<file path="config.mk">
export PLATFORM = sky130hd
export DESIGN_NAME = fasta_stretch_parser
export DESIGN_NICKNAME = d
export VERILOG_FILES = /design/src/sv/fsp_pkg.sv /design/src/sv/fsp_fifo.sv /design/src/sv/fsp_front.sv /design/src/sv/fsp_back.sv /design/src/sv/fasta_stretch_parser.sv
export SDC_FILE = /design/constraint.sdc
export NUM_CORES = 1
export LEC_CHECK = 0
export BUFFER_PORTS_ARGS = -buffer_cell sky130_fd_sc_hd__buf_2
export CORE_ASPECT_RATIO = 2
export CORE_MARGIN = 2
export CORE_UTILIZATION = 45
export CTS_BUF_LIST = sky130_fd_sc_hd__clkbuf_4 sky130_fd_sc_hd__clkbuf_8
export DETAILED_ROUTE_END_ITERATION = 16
export SLEW_MARGIN = 20
export SYNTH_ARGS = -nofsm -noshare
export SYNTH_HDL_FRONTEND = slang
export SYNTH_SLANG_ARGS = --single-unit
</file>
<file path="constraint.sdc">
create_clock -name clk -period 26 [get_ports clk]
set_input_delay 5.2 -clock clk [delete_from_list [all_inputs] [get_ports clk]]
set_output_delay 5.2 -clock clk [all_outputs]
set_load 0.02 [all_outputs]
</file>
<file path="src/sv/fsp_pkg.sv">
`default_nettype none
// ----------------------------------------------------------------------------
// fsp_pkg: shared types and constants of the FASTA stretch parser
// Byte classes, parse phases, register indexes and the transaction types that
// move between the front end, the parser back end and the result queue.
// ----------------------------------------------------------------------------
package fsp_pkg;

  localparam int unsigned COUNT_BITS_DEF  = 32;
  localparam int unsigned QUEUE_DEPTH_DEF = 2;

  localparam int unsigned CFG_IDX_BITS = 2;

  localparam logic [CFG_IDX_BITS-1:0] CFG_AMBIGUOUS_TO_A = 2'd0;
  localparam logic [CFG_IDX_BITS-1:0] CFG_COLOR_SPACE    = 2'd1;
  localparam logic [CFG_IDX_BITS-1:0] CFG_BISULFITE_MODE = 2'd2;
  localparam logic [CFG_IDX_BITS-1:0] CFG_EMIT_SYMBOLS   = 2'd3;

  localparam logic KIND_SYMBOL = 1'b0;
  localparam logic KIND_RECORD = 1'b1;

  typedef enum logic [1:0] {
    CAT_OTHER  = 2'd0,
    CAT_BASE   = 2'd1,
    CAT_GAP    = 2'd2,
    CAT_HEADER = 2'd3
  } cat_t;

  typedef enum logic [2:0] {
    PH_START    = 3'd0,
    PH_NAME     = 3'd1,
    PH_NEWLINES = 3'd2,
    PH_SCAN     = 3'd3,
    PH_READ     = 3'd4,
    PH_DONE     = 3'd5
  } phase_t;

  typedef struct packed {
    logic ambiguous_to_a;
    logic color_space;
    logic bisulfite_mode;
    logic emit_symbols;
  } cfg_t;

  // Classified byte handed from the front end to the parser
  typedef struct packed {
    cat_t       cat;
    logic [1:0] code;
    logic       is_ws;
    logic       is_nl;
    logic       file_start;
    logic       end_of_file;
  } item_t;

  typedef struct packed {
    logic        kind;
    logic [1:0]  symbol;
    logic [31:0] gap_count;
    logic [31:0] base_count;
    logic        first_of_sequence;
    logic [31:0] sequence_count;
    logic [31:0] unambiguous_total;
    logic [63:0] all_total;
    logic        overflow_error;
  } result_t;

  typedef struct packed {
    logic error;
    logic res_push;
  } back_stat_t;

endpackage : fsp_pkg
`default_nettype wire

</file>
<file path="src/sv/fsp_fifo.sv">
`default_nettype none
// ----------------------------------------------------------------------------
// fsp_fifo: small synchronous queue
// Register-based first-in first-out queue; head entry is shown while not empty.
// ----------------------------------------------------------------------------
module fsp_fifo #(
  parameter type         T     = logic,
  parameter int unsigned DEPTH = fsp_pkg::QUEUE_DEPTH_DEF
) (
  input  wire  logic clk,
  input  wire  logic rst_n,
  input  wire  logic push,
  input  wire  T     wdata,
  output logic       full,
  input  wire  logic pop,
  output T           rdata,
  output logic       empty
);

  localparam int unsigned PW = (DEPTH > 1) ? $clog2(DEPTH) : 1;
  localparam int unsigned CW = $clog2(DEPTH + 1);

  T              mem [DEPTH];
  logic [PW-1:0] wr_ptr_r, wr_ptr_nxt;
  logic [PW-1:0] rd_ptr_r, rd_ptr_nxt;
  logic [CW-1:0] cnt_r, cnt_nxt;
  logic          do_push, do_pop;

  assign full    = (cnt_r == CW'(DEPTH));
  assign empty   = (cnt_r == '0);
  assign do_push = push && !full;
  assign do_pop  = pop && !empty;
  assign rdata   = mem[rd_ptr_r];

  always_comb begin
    wr_ptr_nxt = wr_ptr_r;
    rd_ptr_nxt = rd_ptr_r;
    cnt_nxt    = cnt_r;
    if (do_push) begin
      wr_ptr_nxt = (wr_ptr_r == PW'(DEPTH - 1)) ? '0 : wr_ptr_r + 1'b1;
    end
    if (do_pop) begin
      rd_ptr_nxt = (rd_ptr_r == PW'(DEPTH - 1)) ? '0 : rd_ptr_r + 1'b1;
    end
    if (do_push && !do_pop) begin
      cnt_nxt = cnt_r + 1'b1;
    end else if (do_pop && !do_push) begin
      cnt_nxt = cnt_r - 1'b1;
    end
  end

  always_ff @(posedge clk) begin
    if (!rst_n) begin
      wr_ptr_r <= '0;
      rd_ptr_r <= '0;
      cnt_r    <= '0;
    end else begin
      wr_ptr_r <= wr_ptr_nxt;
      rd_ptr_r <= rd_ptr_nxt;
      cnt_r    <= cnt_nxt;
    end
  end

  always_ff @(posedge clk) begin
    if (do_push) begin
      mem[wr_ptr_r] <= wdata;
    end
  end

endmodule : fsp_fifo
`default_nettype wire

</file>
<file path="src/sv/fsp_front.sv">
`default_nettype none
// ----------------------------------------------------------------------------
// fsp_front: byte classifier and item queue
// Classifies each accepted text byte as base, gap, header marker or other,
// applies the ambiguity and bisulfite remaps, and queues it for the parser.
// ----------------------------------------------------------------------------
module fsp_front #(
  parameter int unsigned QUEUE_DEPTH = fsp_pkg::QUEUE_DEPTH_DEF
) (
  input  wire  logic           clk,
  input  wire  logic           rst_n,
  input  wire  fsp_pkg::cfg_t  cfg,
  input  wire  logic           in_push,
  output logic                 in_full,
  input  wire  logic [7:0]     in_char_byte,
  input  wire  logic           in_file_start,
  input  wire  logic           in_end_of_file,
  output fsp_pkg::item_t       item,
  output logic                 item_valid,
  input  wire  logic           item_pop
);

  fsp_pkg::item_t item_in;
  logic           item_empty;

  always_comb begin
    logic [7:0]    u;
    fsp_pkg::cat_t cat;
    u = in_char_byte;
    if (u >= "a" && u <= "z") begin
      u = u - 8'd32;
    end
    case (u)
      "A", "C", "G", "T": cat = fsp_pkg::CAT_BASE;
      "B", "D", "H", "K", "M", "N", "R", "S", "V", "W", "Y", "-":
        cat = fsp_pkg::CAT_GAP;
      ">":     cat = fsp_pkg::CAT_HEADER;
      default: cat = fsp_pkg::CAT_OTHER;
    endcase
    if (cat == fsp_pkg::CAT_GAP && cfg.ambiguous_to_a) begin
      cat = fsp_pkg::CAT_BASE;
      u   = "A";
    end
    if (cat == fsp_pkg::CAT_BASE && cfg.bisulfite_mode && u == "C") begin
      u = "T";
    end
    item_in.cat = cat;
    case (u)
      "A":     item_in.code = 2'd0;
      "C":     item_in.code = 2'd1;
      "G":     item_in.code = 2'd2;
      default: item_in.code = 2'd3;
    endcase
    item_in.is_ws = (in_char_byte == " ") ||
                    (in_char_byte >= 8'd9 && in_char_byte <= 8'd13);
    item_in.is_nl       = (in_char_byte == 8'd10) || (in_char_byte == 8'd13);
    item_in.file_start  = in_file_start;
    item_in.end_of_file = in_end_of_file;
  end

  fsp_fifo #(
    .T     (fsp_pkg::item_t),
    .DEPTH (QUEUE_DEPTH)
  ) u_item_q (
    .clk   (clk),
    .rst_n (rst_n),
    .push  (in_push),
    .wdata (item_in),
    .full  (in_full),
    .pop   (item_pop),
    .rdata (item),
    .empty (item_empty)
  );

  assign item_valid = !item_empty;

endmodule : fsp_front
`default_nettype wire

</file>
<file path="src/sv/fsp_back.sv">
`default_nettype none
// ----------------------------------------------------------------------------
// fsp_back: FASTA parse machine and stretch counters
// Runs the header/sequence phase machine one classified byte per cycle while
// res_full is low, keeps stretch counts and totals, builds symbols and records.
// ----------------------------------------------------------------------------
module fsp_back #(
  parameter int unsigned COUNT_BITS = fsp_pkg::COUNT_BITS_DEF
) (
  input  wire  logic             clk,
  input  wire  logic             rst_n,
  input  wire  fsp_pkg::cfg_t    cfg,
  input  wire  fsp_pkg::item_t   item,
  input  wire  logic             item_valid,
  output logic                   item_pop,
  input  wire  logic             res_full,
  output logic                   res_push,
  output fsp_pkg::result_t       res,
  output fsp_pkg::back_stat_t    stat
);

  localparam int unsigned CB = COUNT_BITS;

  fsp_pkg::phase_t phase_r, phase_nxt;
  logic [CB-1:0]   gap_r, gap_nxt;
  logic [CB-1:0]   base_r, base_nxt;
  logic            first_r, first_nxt;
  logic [1:0]      pb_r, pb_nxt;
  logic            pbv_r, pbv_nxt;
  logic [CB-1:0]   seq_r, seq_nxt;
  logic [CB-1:0]   una_r, una_nxt;
  logic [63:0]     all_r, all_nxt;
  logic            err_r, err_nxt;

  function automatic logic [CB:0] inc_sat(input logic [CB-1:0] v);
    if (&v) begin
      return {1'b1, v};
    end
    return {1'b0, v + 1'b1};
  endfunction

  assign item_pop = item_valid && !res_full;

  always_comb begin
    logic          fin;
    logic          fin_restart;
    logic [CB-1:0] fin_g, fin_b;
    logic          fin_f;
    logic          sym_emit;
    logic [1:0]    sym;
    logic [CB:0]   inc;
    logic [CB:0]   una_sum;
    logic [65:0]   all_sum;
    logic [63:0]   g64, b64, seq64, una64;

    phase_nxt   = phase_r;
    gap_nxt     = gap_r;
    base_nxt    = base_r;
    first_nxt   = first_r;
    pb_nxt      = pb_r;
    pbv_nxt     = pbv_r;
    seq_nxt     = seq_r;
    una_nxt     = una_r;
    all_nxt     = all_r;
    err_nxt     = err_r;
    fin         = 1'b0;
    fin_restart = 1'b0;
    fin_g       = '0;
    fin_b       = '0;
    fin_f       = 1'b0;
    sym_emit    = 1'b0;
    sym         = '0;
    inc         = '0;
    res_push    = 1'b0;

    if (item_pop) begin
      if (item.file_start) begin
        phase_nxt = fsp_pkg::PH_START;
        gap_nxt   = '0;
        base_nxt  = '0;
        first_nxt = 1'b1;
        pb_nxt    = '0;
        pbv_nxt   = 1'b0;
      end

      if (item.end_of_file) begin
        case (phase_nxt)
          fsp_pkg::PH_START, fsp_pkg::PH_NAME, fsp_pkg::PH_NEWLINES: begin
            gap_nxt   = '0;
            base_nxt  = '0;
            first_nxt = 1'b1;
            phase_nxt = fsp_pkg::PH_DONE;
            fin       = 1'b1;
          end
          fsp_pkg::PH_SCAN, fsp_pkg::PH_READ: begin
            phase_nxt = fsp_pkg::PH_DONE;
            fin       = 1'b1;
          end
          default: ;
        endcase
      end else begin
        case (phase_nxt)
          fsp_pkg::PH_START: begin
            if (!item.is_ws) begin
              phase_nxt = fsp_pkg::PH_NAME;
            end
          end
          fsp_pkg::PH_NAME: begin
            if (item.is_nl) begin
              phase_nxt = fsp_pkg::PH_NEWLINES;
            end
          end
          fsp_pkg::PH_NEWLINES: begin
            if (item.cat == fsp_pkg::CAT_HEADER) begin
              phase_nxt = fsp_pkg::PH_NAME;
            end else if (!item.is_nl) begin
              // open the sequence and treat the byte as scan input
              phase_nxt = fsp_pkg::PH_SCAN;
              gap_nxt   = '0;
              base_nxt  = '0;
              first_nxt = 1'b1;
              pbv_nxt   = 1'b0;
            end
          end
          default: ;
        endcase

        if (phase_nxt == fsp_pkg::PH_SCAN && phase_r != fsp_pkg::PH_START &&
            !(phase_r == fsp_pkg::PH_NAME && !item.file_start) &&
            (phase_r != fsp_pkg::PH_NEWLINES || item.file_start ||
             !item.is_nl)) begin
          case (item.cat)
            fsp_pkg::CAT_BASE: begin
              if (cfg.color_space && !pbv_nxt) begin
                pb_nxt  = item.code;
                pbv_nxt = 1'b1;
                if (gap_nxt != '0) begin
                  inc     = inc_sat(gap_nxt);
                  gap_nxt = inc[CB-1:0];
                  err_nxt = err_nxt | inc[CB];
                end
              end else begin
                if (cfg.color_space && gap_nxt != '0 && first_nxt) begin
                  gap_nxt = gap_nxt - 1'b1;
                end
                phase_nxt = fsp_pkg::PH_READ;
                sym_emit  = 1'b1;
              end
            end
            fsp_pkg::CAT_GAP: begin
              if (pbv_nxt && gap_nxt == '0) begin
                gap_nxt = CB'(1);
              end
              pbv_nxt = 1'b0;
              inc     = inc_sat(gap_nxt);
              gap_nxt = inc[CB-1:0];
              err_nxt = err_nxt | inc[CB];
            end
            fsp_pkg::CAT_HEADER: begin
              phase_nxt = fsp_pkg::PH_NAME;
              fin       = 1'b1;
            end
            default: ;
          endcase
        end else if (phase_nxt == fsp_pkg::PH_READ) begin
          case (item.cat)
            fsp_pkg::CAT_BASE: sym_emit = 1'b1;
            fsp_pkg::CAT_GAP: begin
              phase_nxt   = fsp_pkg::PH_SCAN;
              fin         = 1'b1;
              fin_restart = 1'b1;
            end
            fsp_pkg::CAT_HEADER: begin
              phase_nxt = fsp_pkg::PH_NAME;
              fin       = 1'b1;
            end
            default: ;
          endcase
        end
      end

      if (sym_emit) begin
        sym      = cfg.color_space ? (item.code ^ pb_nxt) : item.code;
        inc      = inc_sat(base_nxt);
        base_nxt = inc[CB-1:0];
        err_nxt  = err_nxt | inc[CB];
        pb_nxt   = item.code;
        pbv_nxt  = 1'b1;
        res_push = cfg.emit_symbols;
      end
    end

    // close the stretch: update totals and clear the stretch counters
    fin_g   = gap_nxt;
    fin_b   = base_nxt;
    fin_f   = first_nxt;
    una_sum = {1'b0, una_r} + {1'b0, fin_b};
    all_sum = 66'(all_r) + 66'(fin_b) + 66'(fin_g);
    if (fin) begin
      if (fin_f) begin
        inc     = inc_sat(seq_r);
        seq_nxt = inc[CB-1:0];
        err_nxt = err_nxt | inc[CB];
      end
      una_nxt  = una_sum[CB] ? '1 : una_sum[CB-1:0];
      all_nxt  = (|all_sum[65:64]) ? '1 : all_sum[63:0];
      err_nxt  = err_nxt | una_sum[CB] | (|all_sum[65:64]);
      gap_nxt  = '0;
      base_nxt = '0;
      pbv_nxt  = 1'b0;
      if (fin_restart) begin
        gap_nxt   = CB'(1);
        first_nxt = 1'b0;
      end
      res_push = (fin_g != '0) || (fin_b != '0) || fin_f;
    end

    g64   = 64'(fin_g);
    b64   = 64'(fin_b);
    seq64 = 64'(seq_nxt);
    una64 = 64'(una_nxt);

    res.kind              = fin ? fsp_pkg::KIND_RECORD : fsp_pkg::KIND_SYMBOL;
    res.symbol            = fin ? 2'd0 : sym;
    res.gap_count         = fin ? g64[31:0] : 32'd0;
    res.base_count        = fin ? b64[31:0] : 32'd0;
    res.first_of_sequence = fin ? fin_f : 1'b0;
    res.sequence_count    = seq64[31:0];
    res.unambiguous_total = una64[31:0];
    res.all_total         = all_nxt;
    res.overflow_error    = err_nxt;
  end

  assign stat.error    = err_r;
  assign stat.res_push = res_push;

  always_ff @(posedge clk) begin
    if (!rst_n) begin
      phase_r <= fsp_pkg::PH_START;
      gap_r   <= '0;
      base_r  <= '0;
      first_r <= 1'b1;
      pb_r    <= '0;
      pbv_r   <= 1'b0;
      seq_r   <= '0;
      una_r   <= '0;
      all_r   <= '0;
      err_r   <= 1'b0;
    end else begin
      phase_r <= phase_nxt;
      gap_r   <= gap_nxt;
      base_r  <= base_nxt;
      first_r <= first_nxt;
      pb_r    <= pb_nxt;
      pbv_r   <= pbv_nxt;
      seq_r   <= seq_nxt;
      una_r   <= una_nxt;
      all_r   <= all_nxt;
      err_r   <= err_nxt;
    end
  end

endmodule : fsp_back
`default_nettype wire

</file>
<file path="src/sv/fasta_stretch_parser.sv">
// FASTA stretch parser: takes one byte of FASTA text per cycle, unless in_full
// is high, through a push/full port and returns 2-bit base or color symbols
// and per-stretch records (gap count, base count, first-of-sequence, running
// totals) through an empty/pop port. A byte is taken every cycle while the
// consumer keeps popping; the parser updates all of its counters for a byte
// combinationally, so the sustained rate is one byte per clock. A byte is
// first registered in the front queue, the parser works on it and the result
// queue registers the result, which then shows at the output ports. The
// parser holds a byte only while the result queue is full. The four one-bit
// mode registers are written through cfg_we; the user must write them only
// while the block is idle, which the block itself does not enforce.
`default_nettype none
// ----------------------------------------------------------------------------
// fasta_stretch_parser: top level
// Configuration registers, classifier front end, parser back end and the
// result queue.
// ----------------------------------------------------------------------------
module fasta_stretch_parser #(
  parameter int unsigned COUNT_BITS  = fsp_pkg::COUNT_BITS_DEF,
  parameter int unsigned QUEUE_DEPTH = fsp_pkg::QUEUE_DEPTH_DEF
) (
  input  wire  logic                             clk,
  input  wire  logic                             rst_n,
  input  wire  logic                             cfg_we,
  input  wire  logic [fsp_pkg::CFG_IDX_BITS-1:0] cfg_index,
  input  wire  logic                             cfg_wdata,
  input  wire  logic                             in_push,
  output logic                                   in_full,
  input  wire  logic [7:0]                       in_char_byte,
  input  wire  logic                             in_file_start,
  input  wire  logic                             in_end_of_file,
  output logic                                   out_empty,
  input  wire  logic                             out_pop,
  output logic                                   out_kind,
  output logic [1:0]                             out_symbol,
  output logic [31:0]                            out_gap_count,
  output logic [31:0]                            out_base_count,
  output logic                                   out_first_of_sequence,
  output logic [31:0]                            out_sequence_count,
  output logic [31:0]                            out_unambiguous_total,
  output logic [63:0]                            out_all_total,
  output logic                                   out_overflow_error
);

  fsp_pkg::cfg_t       cfg_r, cfg_nxt;
  fsp_pkg::item_t      item;
  logic                item_valid;
  logic                item_pop;
  logic                res_full;
  logic                res_push;
  fsp_pkg::result_t    res_in;
  fsp_pkg::result_t    res_out;
  fsp_pkg::back_stat_t stat;

  always_comb begin
    cfg_nxt = cfg_r;
    if (cfg_we) begin
      case (cfg_index)
        fsp_pkg::CFG_AMBIGUOUS_TO_A: cfg_nxt.ambiguous_to_a = cfg_wdata;
        fsp_pkg::CFG_COLOR_SPACE:    cfg_nxt.color_space    = cfg_wdata;
        fsp_pkg::CFG_BISULFITE_MODE: cfg_nxt.bisulfite_mode = cfg_wdata;
        fsp_pkg::CFG_EMIT_SYMBOLS:   cfg_nxt.emit_symbols   = cfg_wdata;
        default: ;
      endcase
    end
  end

  always_ff @(posedge clk) begin
    if (!rst_n) begin
      cfg_r <= '{ambiguous_to_a: 1'b0, color_space: 1'b0,
                 bisulfite_mode: 1'b0, emit_symbols: 1'b1};
    end else begin
      cfg_r <= cfg_nxt;
    end
  end

  fsp_front #(
    .QUEUE_DEPTH (QUEUE_DEPTH)
  ) u_front (
    .clk            (clk),
    .rst_n          (rst_n),
    .cfg            (cfg_r),
    .in_push        (in_push),
    .in_full        (in_full),
    .in_char_byte   (in_char_byte),
    .in_file_start  (in_file_start),
    .in_end_of_file (in_end_of_file),
    .item           (item),
    .item_valid     (item_valid),
    .item_pop       (item_pop)
  );

  fsp_back #(
    .COUNT_BITS (COUNT_BITS)
  ) u_back (
    .clk        (clk),
    .rst_n      (rst_n),
    .cfg        (cfg_r),
    .item       (item),
    .item_valid (item_valid),
    .item_pop   (item_pop),
    .res_full   (res_full),
    .res_push   (res_push),
    .res        (res_in),
    .stat       (stat)
  );

  fsp_fifo #(
    .T     (fsp_pkg::result_t),
    .DEPTH (QUEUE_DEPTH)
  ) u_res_q (
    .clk   (clk),
    .rst_n (rst_n),
    .push  (res_push),
    .wdata (res_in),
    .full  (res_full),
    .pop   (out_pop),
    .rdata (res_out),
    .empty (out_empty)
  );

  assign out_kind              = res_out.kind;
  assign out_symbol            = res_out.symbol;
  assign out_gap_count         = res_out.gap_count;
  assign out_base_count        = res_out.base_count;
  assign out_first_of_sequence = res_out.first_of_sequence;
  assign out_sequence_count    = res_out.sequence_count;
  assign out_unambiguous_total = res_out.unambiguous_total;
  assign out_all_total         = res_out.all_total;
  assign out_overflow_error    = res_out.overflow_error;

`ifndef SYNTHESIS
  a_error_sticky: assert property (@(posedge clk) disable iff (!rst_n)
    stat.error |=> stat.error)
    else $error("overflow flag cleared without reset");

  a_no_push_when_full: assert property (@(posedge clk) disable iff (!rst_n)
    stat.res_push |-> !res_full)
    else $error("result pushed into a full queue");

  a_result_only_from_item: assert property (@(posedge clk) disable iff (!rst_n)
    stat.res_push |-> item_pop)
    else $error("result produced without a parsed byte");

  a_record_clean_symbol: assert property (@(posedge clk) disable iff (!rst_n)
    (stat.res_push && res_in.kind == fsp_pkg::KIND_RECORD) |-> res_in.symbol == 2'd0)
    else $error("record carries a symbol");
`endif

endmodule : fasta_stretch_parser
`default_nettype wire
</file>
==> impl_metrics.csv <==
group,metric,value,unit
yosys,synthDominantCellAreaShare,0.342,
yosys,synth_enable_flop_cells,410,
clock_tree,postCtsHoldBufs,0,
detailed_routing,route.final.wire_length,139000,µm
place,post-place-cells,4781,
yosys,synth_top_family_by_area,"simple AND/OR/NAND/NOR gates",
yosys,yosys_register_bits,624,
timing,timing.slew.headroom,0.118,
layout,finish.net_count,3964,
global_routing,grt_max_degree,77,
setup_path,worst_path_most_repeated_cell,"sky130_fd_sc_hd__a21oi_1",
yosys,synthDistinctLibCells,111,
setup_path,setup.worst_path.start_class,"flop",
power,power.ir.vdd_worst,0.0638,mV
floorplanning,die_h,404,µm
global_routing,grt_usage,0.335,
setup_path,endpoint_kind,"flop",
place,rd_place_congestion,1.06,
timing,fin_setup_tns,0,ps
setup_path,crit_path_top_delay_cell,"sky130_fd_sc_hd__nor2_1",
place,detailedPlacementHpwl,104000,µm
setup_path,worstPathArrival,12300,ps
floorplanning,dieWidth,204,µm
detailed_routing,met3_length,7900,µm
timing,final_period_minus_worst_setup_slack,11670,ps
timing,fin_worst_skew,64.9,ps
yosys,post_synthesis_compound_gate_area_fraction,0.162,
yosys,synth_fa_ha_area_frac,0.0392,
yosys,syn_area,36000,µm²
run_status,run_status,"completed",
global_routing,globalRouteOverflowTotal,0,
timing,finalHoldViolations,0,
yosys,synth.net_count,3771,
yosys,synthSimpleGateAreaFrac,0.191,
clock_tree,cts_setup_buffers,0,
detailed_routing,first_pass_iters,6,
timing,final_max_slew_viol_count,0,
setup_path,critical_path.max_fanout,61,
clock_tree,cts-buffers-inserted,88,
yosys,yosys.area_share.xor_xnor,0.0370,
yosys,postSynthCellCount,3642,
run,timing.max_cap.violations,0,
layout,drive_above_1_share,0.193,
layout,final_core_utilization,0.510,
yosys,synth.avg_cell_area,9.88,µm²
floorplanning,rows,146,
min_path,hold_start,"u_res_q.rd_ptr_r",
place,port-buffer-count,216,
yosys,yosys.area.top_type,"sky130_fd_sc_hd__edfxtp_1",
floorplanning,core_footprint,79100,µm²
layout,final_cells,4951,
detailed_routing,post_drt_wl_per_cell,28.0,µm
floorplanning,die-area,82400,µm²
clock_tree,cts_sinks,624,
setup_path,cp.required,26630,ps
yosys,yosysWarningCount,0,
global_routing,via_count_of_the_first_global_routing_pass,31100,
min_path,min_path_type,"flop to flop",
clock_tree,cts.htree.levels,3,
clock_tree,clk_path_buf_depth,3,
global_routing,grt_pass1_wl,201000,µm
floorplanning,initial_util,0.455,
power,p_leak,15.5,nW
yosys,seq_area_frac_synth,0.461,
detailed_routing,routed_met2_length,71900,µm
clock_tree,clkTransAtPathRegs,70,ps
clock_tree,tritoncts_clock_tree,"done",
yosys,ys_dominant_reg_cell,"sky130_fd_sc_hd__edfxtp_1",
timing,grt_setup_unrepaired,"no",
detailed_routing,antenna_left,0,
clock_tree,worst_skew_pair_later_pin_latency,830,ps
detailed_routing,post-route-drc-count,0,
power,power-per-cell-area,95.4,nW/µm²
detailed_routing,vias,31000,
layout,layout-area-overhead-vs-synth,12.1,%
detailed_routing,vias_per_cell,6.26,
yosys,synth.mux.area_fraction,0.0763,
setup_path,cp_slowest_stage_delay,780,ps
timing,achievable_clock_frequency,85.7,MHz
clock_tree,clock-root-buffer,"sky130_fd_sc_hd__clkbuf_8",
timing,report.final.setup_viol,0,
yosys,synth_area_leaders,"sky130_fd_sc_hd__edfxtp_1 (34%), sky130_fd_sc_hd__dfxtp_1 (12%), sky130_fd_sc_hd__mux2_2 (6.6%)",
timing,worstMarginPinSlew,1310,ps
yosys,ffs_w_async_s_r_synth,0,
detailed_routing,routedLengthMet1,44300,µm
timing,final.period_utilization,0.449,
global_routing,initial_antenna_violation_count,8,
detailed_routing,routed.top_layer,"met5",
clock_tree,cts_resized,0,
setup_path,setup.worst_path.class,"flop to flop",
detailed_routing,detailedRoute.firstIterationViolations,2171,
floorplanning,io-pin-count,217,
==> layout by cell type (no fill, tap or decap), types with 60 or more instances in the layout <==
| cell type | synthesis | final |
|---|---|---|
| sky130_fd_sc_hd__clkbuf_8 | 0 | 99 |
| sky130_fd_sc_hd__a31oi_1 | 97 | 95 |
| sky130_fd_sc_hd__ha_1 | 108 | 108 |
| sky130_fd_sc_hd__xnor2_1 | 93 | 93 |
| sky130_fd_sc_hd__nand2_1 | 258 | 257 |
| sky130_fd_sc_hd__nor3_1 | 98 | 97 |
| sky130_fd_sc_hd__dfxtp_1 | 214 | 213 |
| sky130_fd_sc_hd__and3_1 | 61 | 60 |
| sky130_fd_sc_hd__o21ai_0 | 133 | 130 |
| sky130_fd_sc_hd__and2_1 | 129 | 128 |
| sky130_fd_sc_hd__edfxtp_1 | 410 | 410 |
| sky130_fd_sc_hd__inv_1 | 103 | 103 |
| sky130_fd_sc_hd__nand3_1 | 115 | 115 |
| sky130_fd_sc_hd__buf_4 | 3 | 85 |
| sky130_fd_sc_hd__mux2_2 | 210 | 210 |
| sky130_fd_sc_hd__nand4_1 | 68 | 68 |
| sky130_fd_sc_hd__a21oi_1 | 215 | 213 |
| sky130_fd_sc_hd__buf_2 | 23 | 215 |
| sky130_fd_sc_hd__nor2_1 | 382 | 382 |
==> cell type report <==
type / count / area (µm²)
Timing Repair Buffer: 300 / 1710
Fill cell: 7440 / 38800
Tap cell: 1036 / 1300
Clock buffer: 129 / 1590
Antenna cell: 5 / 12.5
Clock inverter: 36 / 429
Inverter: 107 / 404
Sequential cell: 624 / 16600
Multi-Input combinational cell: 2714 / 18300
==> critical path: cells and delay by family (launching register included) <==
family,cells,cell delay (ps)
AO/OA/AOI/OAI,19,5520
AND/OR/NAND/NOR,8,2440
adder cells (fa/ha/maj),4,1420
buffers and inverters,4,1150
flip-flops,1,660
multiplexers,1,210
XOR/XNOR,1,100
==> per-stage QoR <==
step / instance area (µm²) / hold slack [ps] / setup slack (ps) / power [mW]
finish: 40300 / 499 / 14330 / 3.85
global route: 40300 / 540 / 13620 / 4.03
floorplan: 36000 / 444 / 10880 / 2.49
CTS: 40300 / 504 / 14290 / 3.87
detailed placement: 38300 / 488 / 14300 / 2.99
global placement: 38300 / 481 / 14500 / 2.98
==> where the power goes <==
part           leakage [nW]  internal (mW)  switching [mW]  total [mW]
logic                  8.89          0.498           0.991        1.49
registers              5.53           1.36           0.124        1.48
clock network          1.06          0.471           0.408       0.880
==> cells by family after synthesis <==
| logic type | Yosys count |
|---|---|
| DFF | 624 |
| buffers and inverters | 304 |
| xor gates and xnor gates | 152 |
| adders and majority gates | 111 |
| muxes | 248 |
| AOI/OAI and AO/OA | 851 |
| and+or+nand+nor | 1352 |
==> registers in the layout, summed over array words and instances, names as in the netlist, 2 cells and up, named ones only <==
signal,count
u_back.una_r,32
u_back.phase_r,3
u_res_q.cnt_r,2
u_back.seq_r,32
u_front.u_item_q.mem,16
u_back.all_r,64
u_res_q.mem,394
u_back.pb_r,2
u_back.gap_r,32
u_front.u_item_q.cnt_r,2
cfg_r,4
u_back.base_r,32
==> metal layers <==
metal | GRT usage | vias up
met5 | 0 | -
met4 | 0.301 | 4
met3 | 0.0700 | 586
met2 | 0.608 | 1367
met1 | 0.311 | 15000
li1 | - | 14100
==> cells in the mapped netlist, types with 93 or more instances <==
| master | instances |
|---|---|
| sky130_fd_sc_hd__a31oi_1 | 97 |
| sky130_fd_sc_hd__inv_1 | 103 |
| sky130_fd_sc_hd__ha_1 | 108 |
| sky130_fd_sc_hd__mux2_2 | 210 |
| sky130_fd_sc_hd__nand3_1 | 115 |
| sky130_fd_sc_hd__nand2_1 | 258 |
| sky130_fd_sc_hd__edfxtp_1 | 410 |
| sky130_fd_sc_hd__xnor2_1 | 93 |
| sky130_fd_sc_hd__nor2_1 | 382 |
| sky130_fd_sc_hd__nor3_1 | 98 |
| sky130_fd_sc_hd__a21oi_1 | 215 |
| sky130_fd_sc_hd__dfxtp_1 | 214 |
| sky130_fd_sc_hd__clkbuf_1 | 158 |
| sky130_fd_sc_hd__and2_1 | 129 |
| sky130_fd_sc_hd__o21ai_0 | 133 |
==> final timing paths <==
check | cells after the start | slack (ps) | endpoint
worst max-delay path | 37 | 14330 | u_res_q.mem[0][34]
worst min-delay path | 2 | 500 | flop
worst max register to register | 37 | 14330 | u_res_q.mem[0][34]
worst min register to register | 2 | 500 | flop
No activity file was read; power rests on OpenSTA's default activity.
